**config.mk**
```make
export PLATFORM = sky130hd
export DESIGN_NAME = csv_record_parser_unit
export DESIGN_NICKNAME = d
export VERILOG_FILES = /design/src/design/crp_pkg.sv /design/src/design/crp_cfg_regs.sv /design/src/design/crp_step.sv /design/src/design/csv_record_parser_unit.sv
export SDC_FILE = /design/constraint.sdc
export NUM_CORES = 1
export LEC_CHECK = 0
export ABC_AREA = 1
export BUFFER_PORTS_ARGS = -buffer_cell sky130_fd_sc_hd__buf_2
export CAP_MARGIN = 20
export CORE_ASPECT_RATIO = 0.6
export CORE_UTILIZATION = 25
export CTS_CLUSTER_DIAMETER = 60
export DETAILED_ROUTE_END_ITERATION = 10
export MAX_ROUTING_LAYER = met4
export PLACE_DENSITY_LB_ADDON = 0.08
export SETUP_SLACK_MARGIN = 0.4
export SLEW_MARGIN = 20
export SYNTH_ARGS = -nofsm -noshare
export SYNTH_HDL_FRONTEND = slang
export SYNTH_SLANG_ARGS = --single-unit
```
**constraint.sdc**
```tcl
create_clock -name clk -period 2.7 [get_ports clk]
set_clock_uncertainty 0.2 [all_clocks]
set_input_delay 0.135 -clock clk [delete_from_list [all_inputs] [get_ports clk]]
set_output_delay 0.135 -clock clk [all_outputs]
set_load 0.02 [all_outputs]
```
**src/design/crp_pkg.sv**
```systemverilog
`timescale 1ns / 1ps

package crp_pkg;

	// byte constants
	localparam logic [7:0] CH_NUL = 8'd0;
	localparam logic [7:0] CH_LF  = 8'd10;
	localparam logic [7:0] CH_CR  = 8'd13;
	localparam logic [7:0] CH_SP  = 8'd32;

	// register widths and reset values
	localparam int LEN_W = 24;
	localparam logic [LEN_W-1:0] DEFAULT_FIELD_LIMIT = 24'd131072;
	localparam logic [7:0]       DEFAULT_DELIM       = 8'd44;
	localparam logic [7:0]       DEFAULT_QUOTE       = 8'd34;
	localparam logic [8:0]       DEFAULT_ESCAPE      = 9'd256;

	// quoting modes with a meaning here
	localparam logic [2:0] QM_NONE    = 3'd3;
	localparam logic [2:0] QM_STRINGS = 3'd4;
	localparam logic [2:0] QM_NOTNULL = 3'd5;

	// configuration register indexes
	typedef enum logic [2:0] {
		CFG_DELIM    = 3'd0,
		CFG_QUOTE    = 3'd1,
		CFG_ESCAPE   = 3'd2,
		CFG_DQUOTE   = 3'd3,
		CFG_SKIPSP   = 3'd4,
		CFG_QMODE    = 3'd5,
		CFG_STRICT   = 3'd6,
		CFG_LIMIT    = 3'd7
	} cfg_idx_t;

	// parser states, one-hot
	typedef enum logic [8:0] {
		PS_START_REC  = 9'b000000001,
		PS_START_FLD  = 9'b000000010,
		PS_ESCAPED    = 9'b000000100,
		PS_IN_FIELD   = 9'b000001000,
		PS_IN_QUOTED  = 9'b000010000,
		PS_ESC_IN_QT  = 9'b000100000,
		PS_QT_IN_QT   = 9'b001000000,
		PS_EAT_CRNL   = 9'b010000000,
		PS_AFTER_ESC  = 9'b100000000
	} ps_t;

	// status codes
	typedef enum logic [2:0] {
		STAT_OK        = 3'd0,
		STAT_NUL       = 3'd1,
		STAT_TOO_LONG  = 3'd2,
		STAT_BAD_QUOTE = 3'd3,
		STAT_BAD_NL    = 3'd4
	} status_t;

	typedef struct packed {
		logic [7:0]       delimiter_char;
		logic [7:0]       quote_char;
		logic [8:0]       escape_char;
		logic             double_quote;
		logic             skip_initial_space;
		logic [2:0]       quoting_mode;
		logic             strict_mode;
		logic [LEN_W-1:0] field_limit;
	} cfg_t;

	typedef struct packed {
		ps_t              ps;
		logic             unquoted;
		logic [LEN_W-1:0] len;
	} parse_st_t;

	typedef struct packed {
		logic       char_valid;
		logic [7:0] char_out;
		logic       field_end;
		logic       field_null;
		logic       record_end;
		status_t    status;
	} result_t;

endpackage

```
**src/design/crp_cfg_regs.sv**
```systemverilog
`timescale 1ns / 1ps

module crp_cfg_regs (
	input  logic                       clk,
	input  logic                       arst_n,
	input  logic                       cfg_we,
	input  logic [2:0]                 cfg_addr,
	input  logic [crp_pkg::LEN_W-1:0]  cfg_wdata,
	output crp_pkg::cfg_t              cfg
);
	import crp_pkg::*;

	cfg_t cfg_q;

	// register writes by index
	always_ff @(posedge clk or negedge arst_n) begin
		if (!arst_n) begin
			cfg_q.delimiter_char     <= DEFAULT_DELIM;
			cfg_q.quote_char         <= DEFAULT_QUOTE;
			cfg_q.escape_char        <= DEFAULT_ESCAPE;
			cfg_q.double_quote       <= 1'b1;
			cfg_q.skip_initial_space <= 1'b0;
			cfg_q.quoting_mode       <= 3'd0;
			cfg_q.strict_mode        <= 1'b0;
			cfg_q.field_limit        <= DEFAULT_FIELD_LIMIT;
		end else if (cfg_we) begin
			unique case (cfg_idx_t'(cfg_addr))
				CFG_DELIM:  cfg_q.delimiter_char     <= cfg_wdata[7:0];
				CFG_QUOTE:  cfg_q.quote_char         <= cfg_wdata[7:0];
				CFG_ESCAPE: cfg_q.escape_char        <= cfg_wdata[8:0];
				CFG_DQUOTE: cfg_q.double_quote       <= cfg_wdata[0];
				CFG_SKIPSP: cfg_q.skip_initial_space <= cfg_wdata[0];
				CFG_QMODE:  cfg_q.quoting_mode       <= cfg_wdata[2:0];
				CFG_STRICT: cfg_q.strict_mode        <= cfg_wdata[0];
				CFG_LIMIT:  cfg_q.field_limit        <= cfg_wdata;
				default: ;
			endcase
		end
	end

	assign cfg = cfg_q;

endmodule

```
**src/design/crp_step.sv**
```systemverilog
`timescale 1ns / 1ps

module crp_step (
	input  crp_pkg::cfg_t      cfg,
	input  crp_pkg::parse_st_t cur,
	input  logic [7:0]         data_byte,
	input  logic               line_end,
	output crp_pkg::parse_st_t nxt,
	output crp_pkg::result_t   res
);
	import crp_pkg::*;

	logic is_nl, is_esc, is_qt, is_dl;

	// byte classes; the end-of-line marker matches none of them
	assign is_nl  = !line_end && (data_byte == CH_LF || data_byte == CH_CR);
	assign is_esc = !line_end && !cfg.escape_char[8] && (data_byte == cfg.escape_char[7:0]);
	assign is_qt  = !line_end && (cfg.quoting_mode != QM_NONE) && (data_byte == cfg.quote_char);
	assign is_dl  = !line_end && (data_byte == cfg.delimiter_char);

	always_comb begin
		parse_st_t st;
		status_t   stat;
		logic      add, save, eline, sf, inf;
		logic [7:0] ach;

		st    = cur;
		stat  = STAT_OK;
		add   = 1'b0;
		save  = 1'b0;
		eline = 1'b0;
		sf    = 1'b0;
		inf   = 1'b0;
		ach   = data_byte;
		res   = '0;

		if (!line_end && data_byte == CH_NUL) begin
			stat = STAT_NUL;
		end else begin
			// per-state dispatch
			unique case (cur.ps)
				PS_START_FLD: begin
					sf = 1'b1;
				end
				PS_ESCAPED: begin
					add = 1'b1;
					if (is_nl) begin
						st.ps = PS_AFTER_ESC;
					end else begin
						ach   = line_end ? CH_LF : data_byte;
						st.ps = PS_IN_FIELD;
					end
				end
				PS_AFTER_ESC: begin
					inf = !line_end;
				end
				PS_IN_FIELD: begin
					inf = 1'b1;
				end
				PS_IN_QUOTED: begin
					if (line_end) begin
						// line break inside quotes keeps the field open
					end else if (is_esc) begin
						st.ps = PS_ESC_IN_QT;
					end else if (is_qt) begin
						st.ps = cfg.double_quote ? PS_QT_IN_QT : PS_IN_FIELD;
					end else begin
						add = 1'b1;
					end
				end
				PS_ESC_IN_QT: begin
					add   = 1'b1;
					ach   = line_end ? CH_LF : data_byte;
					st.ps = PS_IN_QUOTED;
				end
				PS_QT_IN_QT: begin
					if (is_qt) begin
						add   = 1'b1;
						st.ps = PS_IN_QUOTED;
					end else if (is_dl) begin
						save  = 1'b1;
						st.ps = PS_START_FLD;
					end else if (line_end || is_nl) begin
						eline = 1'b1;
					end else if (!cfg.strict_mode) begin
						add   = 1'b1;
						st.ps = PS_IN_FIELD;
					end else begin
						stat = STAT_BAD_QUOTE;
					end
				end
				PS_EAT_CRNL: begin
					if (is_nl) begin
						// swallow
					end else if (line_end) begin
						st.ps = PS_START_REC;
					end else begin
						stat = STAT_BAD_NL;
					end
				end
				default: begin
					if (line_end) begin
						st.ps = PS_START_REC;
					end else if (is_nl) begin
						st.ps = PS_EAT_CRNL;
					end else begin
						st.ps = PS_START_FLD;
						sf    = 1'b1;
					end
				end
			endcase

			// start of field handling
			if (sf) begin
				st.unquoted = 1'b1;
				if (line_end || is_nl) begin
					eline = 1'b1;
				end else if (is_qt) begin
					st.unquoted = 1'b0;
					st.ps       = PS_IN_QUOTED;
				end else if (is_esc) begin
					st.ps = PS_ESCAPED;
				end else if (data_byte == CH_SP && cfg.skip_initial_space) begin
					// leading space dropped
				end else if (is_dl) begin
					save = 1'b1;
				end else begin
					add   = 1'b1;
					st.ps = PS_IN_FIELD;
				end
			end

			// inside an unquoted field
			if (inf) begin
				if (line_end || is_nl) begin
					eline = 1'b1;
				end else if (is_esc) begin
					st.ps = PS_ESCAPED;
				end else if (is_dl) begin
					save  = 1'b1;
					st.ps = PS_START_FLD;
				end else begin
					add = 1'b1;
				end
			end

			// end of line closes the field
			if (eline) begin
				save  = 1'b1;
				st.ps = line_end ? PS_START_REC : PS_EAT_CRNL;
			end

			// append with length check
			if (add) begin
				if (cur.len >= cfg.field_limit) begin
					stat = STAT_TOO_LONG;
				end else begin
					res.char_valid = 1'b1;
					res.char_out   = ach;
					st.len         = cur.len + LEN_W'(1);
				end
			end

			// field completion
			if (save) begin
				res.field_end  = 1'b1;
				res.field_null = st.unquoted && (cur.len == '0) &&
					(cfg.quoting_mode == QM_STRINGS || cfg.quoting_mode == QM_NOTNULL);
				st.len         = '0;
			end
		end

		// an error leaves state untouched and drops all marks
		if (stat != STAT_OK) begin
			nxt        = cur;
			res        = '0;
			res.status = stat;
		end else begin
			nxt            = st;
			res.status     = STAT_OK;
			res.record_end = line_end && (st.ps == PS_START_REC);
		end
	end

endmodule

```
**src/design/csv_record_parser_unit.sv**
```systemverilog
`timescale 1ns / 1ps

// a result item goes from the input register through the parse step into the result
// register, which drives m_tdata/m_tuser/m_tlast; m_tready low can hold it in either stage
// throughput: 1 item per cycle while m_tready is high; the parse state register loops
// through the compare logic between the input register and the result register
// reset (arst_n low): parser at record start, field length zero, registers at
// their default values, both pipeline stages empty

module csv_record_parser_unit (
	input  logic                      clk,
	input  logic                      arst_n,
	// configuration write port
	input  logic                      cfg_we,
	input  logic [2:0]                cfg_addr,
	input  logic [crp_pkg::LEN_W-1:0] cfg_wdata,
	// input items
	input  logic                      s_tvalid,
	output logic                      s_tready,
	input  logic [7:0]                s_tdata,   // [7:0] data_byte
	input  logic                      s_tlast,   // line_end
	// result items
	output logic                      m_tvalid,
	input  logic                      m_tready,
	output logic [7:0]                m_tdata,   // [7:0] char_out
	output logic [5:0]                m_tuser,   // [0] char_valid, [1] field_end,
	                                             // [2] field_null, [5:3] status
	output logic                      m_tlast    // record_end
);
	import crp_pkg::*;

	cfg_t      cfg;
	parse_st_t state_q, state_nxt;
	result_t   step_res, res_s2;
	logic      valid_s1, valid_s2;
	logic [7:0] byte_s1;
	logic      eol_s1;
	logic      s2_free, adv;

	crp_cfg_regs u_cfg (
		.clk       (clk),
		.arst_n    (arst_n),
		.cfg_we    (cfg_we),
		.cfg_addr  (cfg_addr),
		.cfg_wdata (cfg_wdata),
		.cfg       (cfg)
	);

	crp_step u_step (
		.cfg       (cfg),
		.cur       (state_q),
		.data_byte (byte_s1),
		.line_end  (eol_s1),
		.nxt       (state_nxt),
		.res       (step_res)
	);

	// stage handshakes
	assign s2_free  = !valid_s2 || m_tready;
	assign adv      = valid_s1 && s2_free;
	assign s_tready = !valid_s1 || s2_free;

	// input register
	always_ff @(posedge clk or negedge arst_n) begin
		if (!arst_n) begin
			valid_s1 <= 1'b0;
		end else if (s_tready) begin
			valid_s1 <= s_tvalid;
		end
	end

	always_ff @(posedge clk) begin
		if (s_tvalid && s_tready) begin
			byte_s1 <= s_tdata;
			eol_s1  <= s_tlast;
		end
	end

	// parse state, updated as each item moves to the result register
	always_ff @(posedge clk or negedge arst_n) begin
		if (!arst_n) begin
			state_q.ps       <= PS_START_REC;
			state_q.unquoted <= 1'b0;
			state_q.len      <= '0;
		end else if (adv) begin
			state_q <= state_nxt;
		end
	end

	// result register
	always_ff @(posedge clk or negedge arst_n) begin
		if (!arst_n) begin
			valid_s2 <= 1'b0;
		end else if (s2_free) begin
			valid_s2 <= valid_s1;
		end
	end

	always_ff @(posedge clk) begin
		if (adv) begin
			res_s2 <= step_res;
		end
	end

	assign m_tvalid = valid_s2;
	assign m_tdata  = res_s2.char_out;
	assign m_tuser  = {res_s2.status, res_s2.field_null, res_s2.field_end, res_s2.char_valid};
	assign m_tlast  = res_s2.record_end;

	// checks
	a_err_no_marks: assert property (@(posedge clk) disable iff (!arst_n)
		valid_s2 && res_s2.status != STAT_OK |->
			!res_s2.char_valid && !res_s2.field_end && !res_s2.record_end)
		else $error("error result carries marks");

	a_err_keeps_state: assert property (@(posedge clk) disable iff (!arst_n)
		adv && step_res.status != STAT_OK |=> state_q == $past(state_q))
		else $error("error changed parse state");

	a_rec_end_start: assert property (@(posedge clk) disable iff (!arst_n)
		adv && step_res.record_end |=> state_q.ps == PS_START_REC)
		else $error("record end without return to record start");

	a_char_counts: assert property (@(posedge clk) disable iff (!arst_n)
		adv && step_res.char_valid |=> state_q.len == $past(state_q.len) + LEN_W'(1))
		else $error("appended byte not counted");

	a_field_end_clears: assert property (@(posedge clk) disable iff (!arst_n)
		adv && step_res.field_end |=> state_q.len == '0)
		else $error("field length not cleared at field end");

endmodule
```
## Word-level counts from Yosys, hierarchy flattened

Index checks and enable logic that the tools add are counted.

| word-level totals | value |
|---|---|
| output and inout port bits | 17 |
| word-level logic and storage cells | 193 |
| input bits | 41 |
| bits in registers | 115 |

| operators by class | value |
|---|---|
| bitwise logic cells | 4 |
| mux-type cells | 95 |
| reductions and logical operators | 45 |
| order comparisons | 1 |
| equal/unequal tests | 26 |
| add/sub/neg operators | 1 |

Operator list:

| kind | number |
|---|---|
| $mux W9 | 21 |
| $mux W24 | 3 |
| $pmux W9 S6 | 1 |
| $mux W1 | 46 |
| $mux W34 | 1 |
| $mux W8 | 4 |
| $mux W10 | 3 |
| $add A24 B1 Y24 const B | 1 |
| $eq A8 B8 Y1 | 3 |
| $ge A24 B24 Y1 | 1 |
| $logic_not A24 Y1 | 1 |
| $mux W3 | 8 |
| $eq A3 B3 Y1 const B | 6 |
| $reduce_and A2 Y1 | 9 |
| $eq A8 B4 Y1 const B | 2 |
| $pmux W8 S2 | 1 |
| $logic_and A1 B1 Y1 | 13 |
| $eq A9 B1 Y1 const B | 1 |
| $eq A9 B2 Y1 const B | 1 |
| $eq A9 B3 Y1 const B | 1 |
| $eq A9 B4 Y1 const B | 1 |
| $eq A9 B5 Y1 const B | 1 |
| $eq A9 B6 Y1 const B | 1 |
| $eq A9 B7 Y1 const B | 1 |
| 25 further kinds | 41 |

## Longest topological paths before layout

| logic depth | value |
|---|---|
| depth in word-level cells | 24 |
| mapped depth | 18 |
| depth with buffers taken out | 17 |

## Cells and area by module

From an unflattened synthesis, not the netlist that was laid out.

| unflattened totals | value |
|---|---|
| cells, all modules | 1241 |
| area total of the unflattened synthesis | 8284.2 µm² |

By module, submodules not included:

| module | sequential area each (µm²) | cells each | times used | area each (µm²) |
|---|---|---|---|---|
| crp_step | 0.0 | 808 | 1 | 3883.7 |
| csv_record_parser_unit | 1622.8 | 181 | 1 | 2215.9 |
| crp_cfg_regs | 1386.3 | 252 | 1 | 2184.6 |

## Least setup slack after synthesis

No wires, ideal clock.

| timing path | value |
|---|---|
| kind | reg2reg |
| start point | register eol_s1 |
| end point | register state_q[13] (netlist name) |
| slack | 404 ps |
| library setup time | 121 ps |
| buffers on the path | 2 |
| clock period less this slack | 2296 ps |
| arrival | 1975 ps |
| stages on the path, launching flop included | 17 |
| data required time | 2379 ps |
| cells stage by stage | edfxtp_1 > buf_2 > inv_2 > nand2_1 > nor2_1 > nand3_1 > nor2_4 > inv_2 > nand4_1 > nand3_2 > nor2_2 > nand2_4 > nor2_8 > inv_4 > buf_6 > nand3_1 > nand2_1 |

| between the ends | value |
|---|---|
| longest elaborated chain between the ends | 23 |
| elaborated cells between the ends (all ways) | 73 |
| those cells by class | eq/ne (1); mux (58); bitwise (2); reduce/logical (12) |

Ends and longest elaborated chain:

| what | RTL line | RTL |
|---|---|---|
| from (decl) | csv_record_parser_unit.sv:37 | `logic eol_s1;` |
| from (signal assigned) | csv_record_parser_unit.sv:75 | `eol_s1 <= s_tlast;` |
| $logic_not A1 Y1 | - |  |
| $logic_and A1 B1 Y1, on equally long branches | crp_step.sv:16, crp_step.sv:18 |  |
| $logic_or A1 B1 Y1 or $logic_and A1 B1 Y1 (tied branches) | - |  |
| $mux W1, on equally long branches | crp_step.sv:83, crp_step.sv:65 |  |
| $mux W1, on equally long branches | crp_step.sv:80, crp_step.sv:63 |  |
| $mux W1, on equally long branches | crp_step.sv:77, crp_step.sv:61 |  |
| $pmux W1 S3 | crp_step.sv:41 | `unique case (cur.ps)` |
| $mux W1 | crp_step.sv:125 | `end else if (is_dl) begin` |
| [... 7 more ...] | - |  |
| $mux W1 | crp_step.sv:135 | `if (line_end \|\| is_nl) begin` |
| $mux W1 | crp_step.sv:134 | `if (inf) begin` |
| $mux W1 | crp_step.sv:37 | `if (!line_end && data_byte == CH_NUL) begin` |
| $mux W3 | crp_step.sv:154 | `if (add) begin` |
| $mux W3 | crp_step.sv:37 |  |
| $reduce_bool A3 Y1 | crp_step.sv:174 | `if (stat != STAT_OK) begin` |
| $not A1 Y1 (no line) | - |  |
| $reduce_and A5 Y1 (no line) | - |  |
| to (signal assigned) | csv_record_parser_unit.sv:86 | `state_q <= state_nxt;` |
| to (decl) | csv_record_parser_unit.sv:33 | `parse_st_t state_q, state_nxt;` |

Parallel ways exist; a longest one is shown, timed or not. The select of a mux whose other input is x is not followed.
A chain may end at the register's enable or synchronous reset.

## Worst setup path in the final report

| timing path | value |
|---|---|
| start point | register byte_s1[0] |
| end point | register res_s2, in the netlist m_tdata[1] (data pin) |

| between the ends | value |
|---|---|
| longest elaborated chain between the ends | 23 |
| elaborated cells between the ends (all ways) | 50 |
| those cells by class | eq/ne (6); mux (32); bitwise (1); reduce/logical (11) |

Ends and longest elaborated chain:

| what | RTL line | RTL |
|---|---|---|
| from (decl) | csv_record_parser_unit.sv:36 | `logic [7:0] byte_s1;` |
| from (signal assigned) | csv_record_parser_unit.sv:74 | `byte_s1 <= s_tdata;` |
| $eq A8 B4 Y1 | crp_step.sv:16 | `assign is_nl = !line_end && (data_byte == CH_LF \|\| data_byte == CH_CR);` |
| $logic_or A1 B1 Y1 | crp_step.sv:16 |  |
| $logic_and A1 B1 Y1 | crp_step.sv:16 |  |
| $logic_or A1 B1 Y1 | crp_step.sv:83, crp_step.sv:116, crp_step.sv:135 |  |
| $mux W1 | crp_step.sv:83 | `end else if (line_end \|\| is_nl) begin` |
| $mux W1 | crp_step.sv:80 | `end else if (is_dl) begin` |
| $mux W1 | crp_step.sv:77 | `if (is_qt) begin` |
| $pmux W1 S3 | crp_step.sv:41 |  |
| [... 7 more ...] | - |  |
| $mux W1 | crp_step.sv:137 | `end else if (is_esc) begin` |
| $mux W1 | crp_step.sv:135 |  |
| $mux W1 | crp_step.sv:134 |  |
| $mux W1 | crp_step.sv:37 |  |
| $mux W3 | crp_step.sv:154 |  |
| $mux W3 | crp_step.sv:37 |  |
| $reduce_bool A3 Y1 | crp_step.sv:174 |  |
| $reduce_or A4 Y1 (no line) | - |  |
| to (signal assigned) | csv_record_parser_unit.sv:101 | `res_s2 <= step_res;` |
| to (decl) | csv_record_parser_unit.sv:34 | `result_t step_res, res_s2;` |

Parallel ways exist; a longest one is shown, timed or not. The select of a mux whose other input is x is not followed.

==> metrics.yaml <==
status: "complete, but fails checks"
violations: "DRC"
path_buf_inv: 3
holdWs_ps: 55.5
yosysTopAreaCell: "dfrtp_1"
rsz0062_at_grt: "true"
cp.required_ps: 2670
die_h_um: 133
fmax_mhz: 393
p_clk_frac: 0.253
start_util: 0.257
drc: 4
hpwl_mm: 18.5
crit_chain: "buf_4 > nand3_1 > nand2_1 > nand2_2 > nand2_4 > or2_4 > nor2_4 > nor2_4 > nand3_4 > nand2_4 > buf_4 > nand4_1 > buf_6 > a21oi_1"
power_switching_mw: 3.90
slowest_delay_ps: 490
yosysTopAreaCellShare: 0.287
ys_seq_elements: 115
synth_edf_count: 24
dp_slack_ps: -90.7
clock-sinks: 115
drv_slew: 0
min_period_ps: 2540
ys_types: 38
netSwitchingFraction: 0.420
hold_viol_final: 0
gp_congestion: 0.896
syn_inst: 936
cp-end-kind: "flop"
die_w_um: 220
clk_pin_slew_ps: 60
rr_worst_depth: 14
drt-total-wl_mm: 25.1
final_layout_size_suffix_gt1_frac: 0.266
postLayoutCoreUtil: 0.360
cts_buffers: 17
antenna_found_initial: 0
cp-start-kind: "flop"
port_buffers: 57
cts_tree: "yes"
critPathKind: "reg -> reg"
cp_num_cells: 14
avgRoutedWirePerCell_um: 16.6
viasPerCell: 4.49
power.internal_mw: 5.40
cts_root_buf: "clkbuf_16"
hold_path.class: "in -> async"
grt_max_degree: 49
grt_pass1_vias: 6160
fin_ws_ps: 155
rr_endpoint: "m_tdata[1]"
power_leakage_nw: 4.80
critPathArrivalTime_ps: 2510
clk-insertion-delay-late_ps: 430
vias: 6785
clockBufferDepth: 2
grt_overflow: 0
p_seq_frac: 0.293
worstPathMaxFanout: 9
ir_worst_vdd_v: 0.000470
nFillCells: 2918
first_pass_iters: 8
setup_viol: 0
yosys-top-cells-area: "dfrtp_1, nand2_1, edfxtp_1"
fp.dieArea_um2: 29300
antenna_left: 0
crit_start: "byte_s1[0]"
r2r_setup_slack_ps: 160
maxCapViolations: 0
syn_avg_cell_area_um2: 7.63
grt.total_usage: 0.182
grt_pass1_wl_mm: 38.0
synth_warnings: 0
synth_flop_cell: "dfrtp_1"
core-area_um2: 27800
tightest_slew_ps: 685
rows: 47
io_pins: 58
antenna_cells: 0
synth-async-reset-ratio: 0.791
nets: 1197
synth-seq-area-share: 0.421
htreeDepth: 4
drt_iter0_markers: 553
slew_headroom: 0.539
crit_path_end: "m_tdata[1]"
critPathTopFamily: "simple AND/OR/NAND/NOR gates"
p_per_area_nw_per_um2: 928
p_comb_frac: 0.454
synthesis.nets: 1003
area_growth_pct: 40.3
synth_area_um2: 7140
critPathSlowestCell: "edfxtp_1"
timing.final.crit_share: 0.942
r2r-start: "byte_s1[0]"
[cell usage after synthesis, types with 6 or more instances]
cell,number
nor4_1,6
xor2_1,24
o21ai_0,79
dfrtp_1,82
inv_2,10
nor2_1,94
edfxtp_1,24
nand2_1,230
nand3_2,11
nand4_1,21
nor2_2,13
buf_2,6
o21bai_1,25
nand3_1,52
dfstp_2,9
ha_1,26
inv_1,127
clkbuf_1,9
nor3_1,25
a21oi_1,25
[sequential cells by signal, summed over array words and instances, names as in the netlist]
signal     count
m_tvalid       1
byte_s1        8
valid_s1       1
eol_s1         1
m_tuser        6
m_tlast        1
m_tdata        8
state_q       34
u_cfg.cfg     55
[worst min-delay path by stage]
stage,start,slack (ps),to
2_1_floorplan,arst_n,-360,m_tvalid
3_3_place_gp,arst_n,-7,u_cfg.cfg[24]
3_5_place_dp,arst_n,-5,u_cfg.cfg[28]
4_1_cts,arst_n,80,u_cfg.cfg[24]
5_1_grt,arst_n,100,u_cfg.cfg[24]
6_report,arst_n,60,u_cfg.cfg[24]
[layer usage]
layer | global-route usage | vias to the layer above | part of all wire
met5 | - | - | 0
met3 | 0.0384 | 9 | 0.046
met4 | 0.0368 | 0 | 0.0055
met1 | 0.313 | 3226 | 0.60
met2 | 0.196 | 131 | 0.35
li1 | - | 3419 | -
[timing repair]
item / in CTS / in global routing
buffers inserted: 10 / 14
setup endpoints to repair: 48 / 49
pin swaps: 2 / 8
hold buffers: 44 / 0
cloned: 0 / 3
resized for setup: 30 / 70
endpoints found under the hold margin: 138 / 0
[placed cells by master, fill, tap and decap left out, types with 21 or more instances in the layout]
cell type / n
clkbuf_16: 22
o21ai_0: 69
buf_4: 81
nand2_1: 219
o21bai_1: 25
ha_1: 21
nand4_1: 21
buf_2: 56
nor2_1: 79
xor2_1: 24
dfrtp_1: 78
dlygate4sd3_1: 44
inv_1: 124
a21oi_1: 21
edfxtp_1: 24
nand3_1: 46
[area by class of cell]
class	count	area, um^2	share of cell area
flip-flops and latches	115	3010	0.301
repair buffers	198	1610	0.160
multi-input cells	660	3810	0.380
clock inverters	9	91.3	0.00912
clock buffers	23	510	0.0509
well taps	367	459	0.0458
inverters	138	528	0.0527
[cell families after synthesis]
kind of cell / Yosys count / share of synthesized area
AOI/OAI and AO/OA: 136 / 0.106
xor gates and xnor gates: 27 / 0.0331
adders and majority gates: 26 / 0.0455
buffers and inverters: 161 / 0.0923
DFF: 115 / 0.421
muxes: 1 / 0.00158
and+or+nand+nor: 470 / 0.300
[stage by stage]
stage	instance area, um^2	cells	setup TNS, ps	total power [mW]
finish	10000	1510	0	9.30
global route	10000	1510	0	9.98
CTS	9580	1493	0	8.96
detailed placement	8340	1407	-666	6.34
global placement	8340	1407	-505	6.40
floorplan	7140	936	0	4.99
[power by group through the flow]
stage	combinational (mW)	sequential, mW	clock, mW
floorplan	2.34	2.65	0
global placement	3.67	2.74	0
detailed placement	3.62	2.72	0
CTS	3.86	2.70	2.40
global route	4.72	2.78	2.48
finish	4.23	2.73	2.35
No activity file was read; power rests on OpenSTA's default activity.
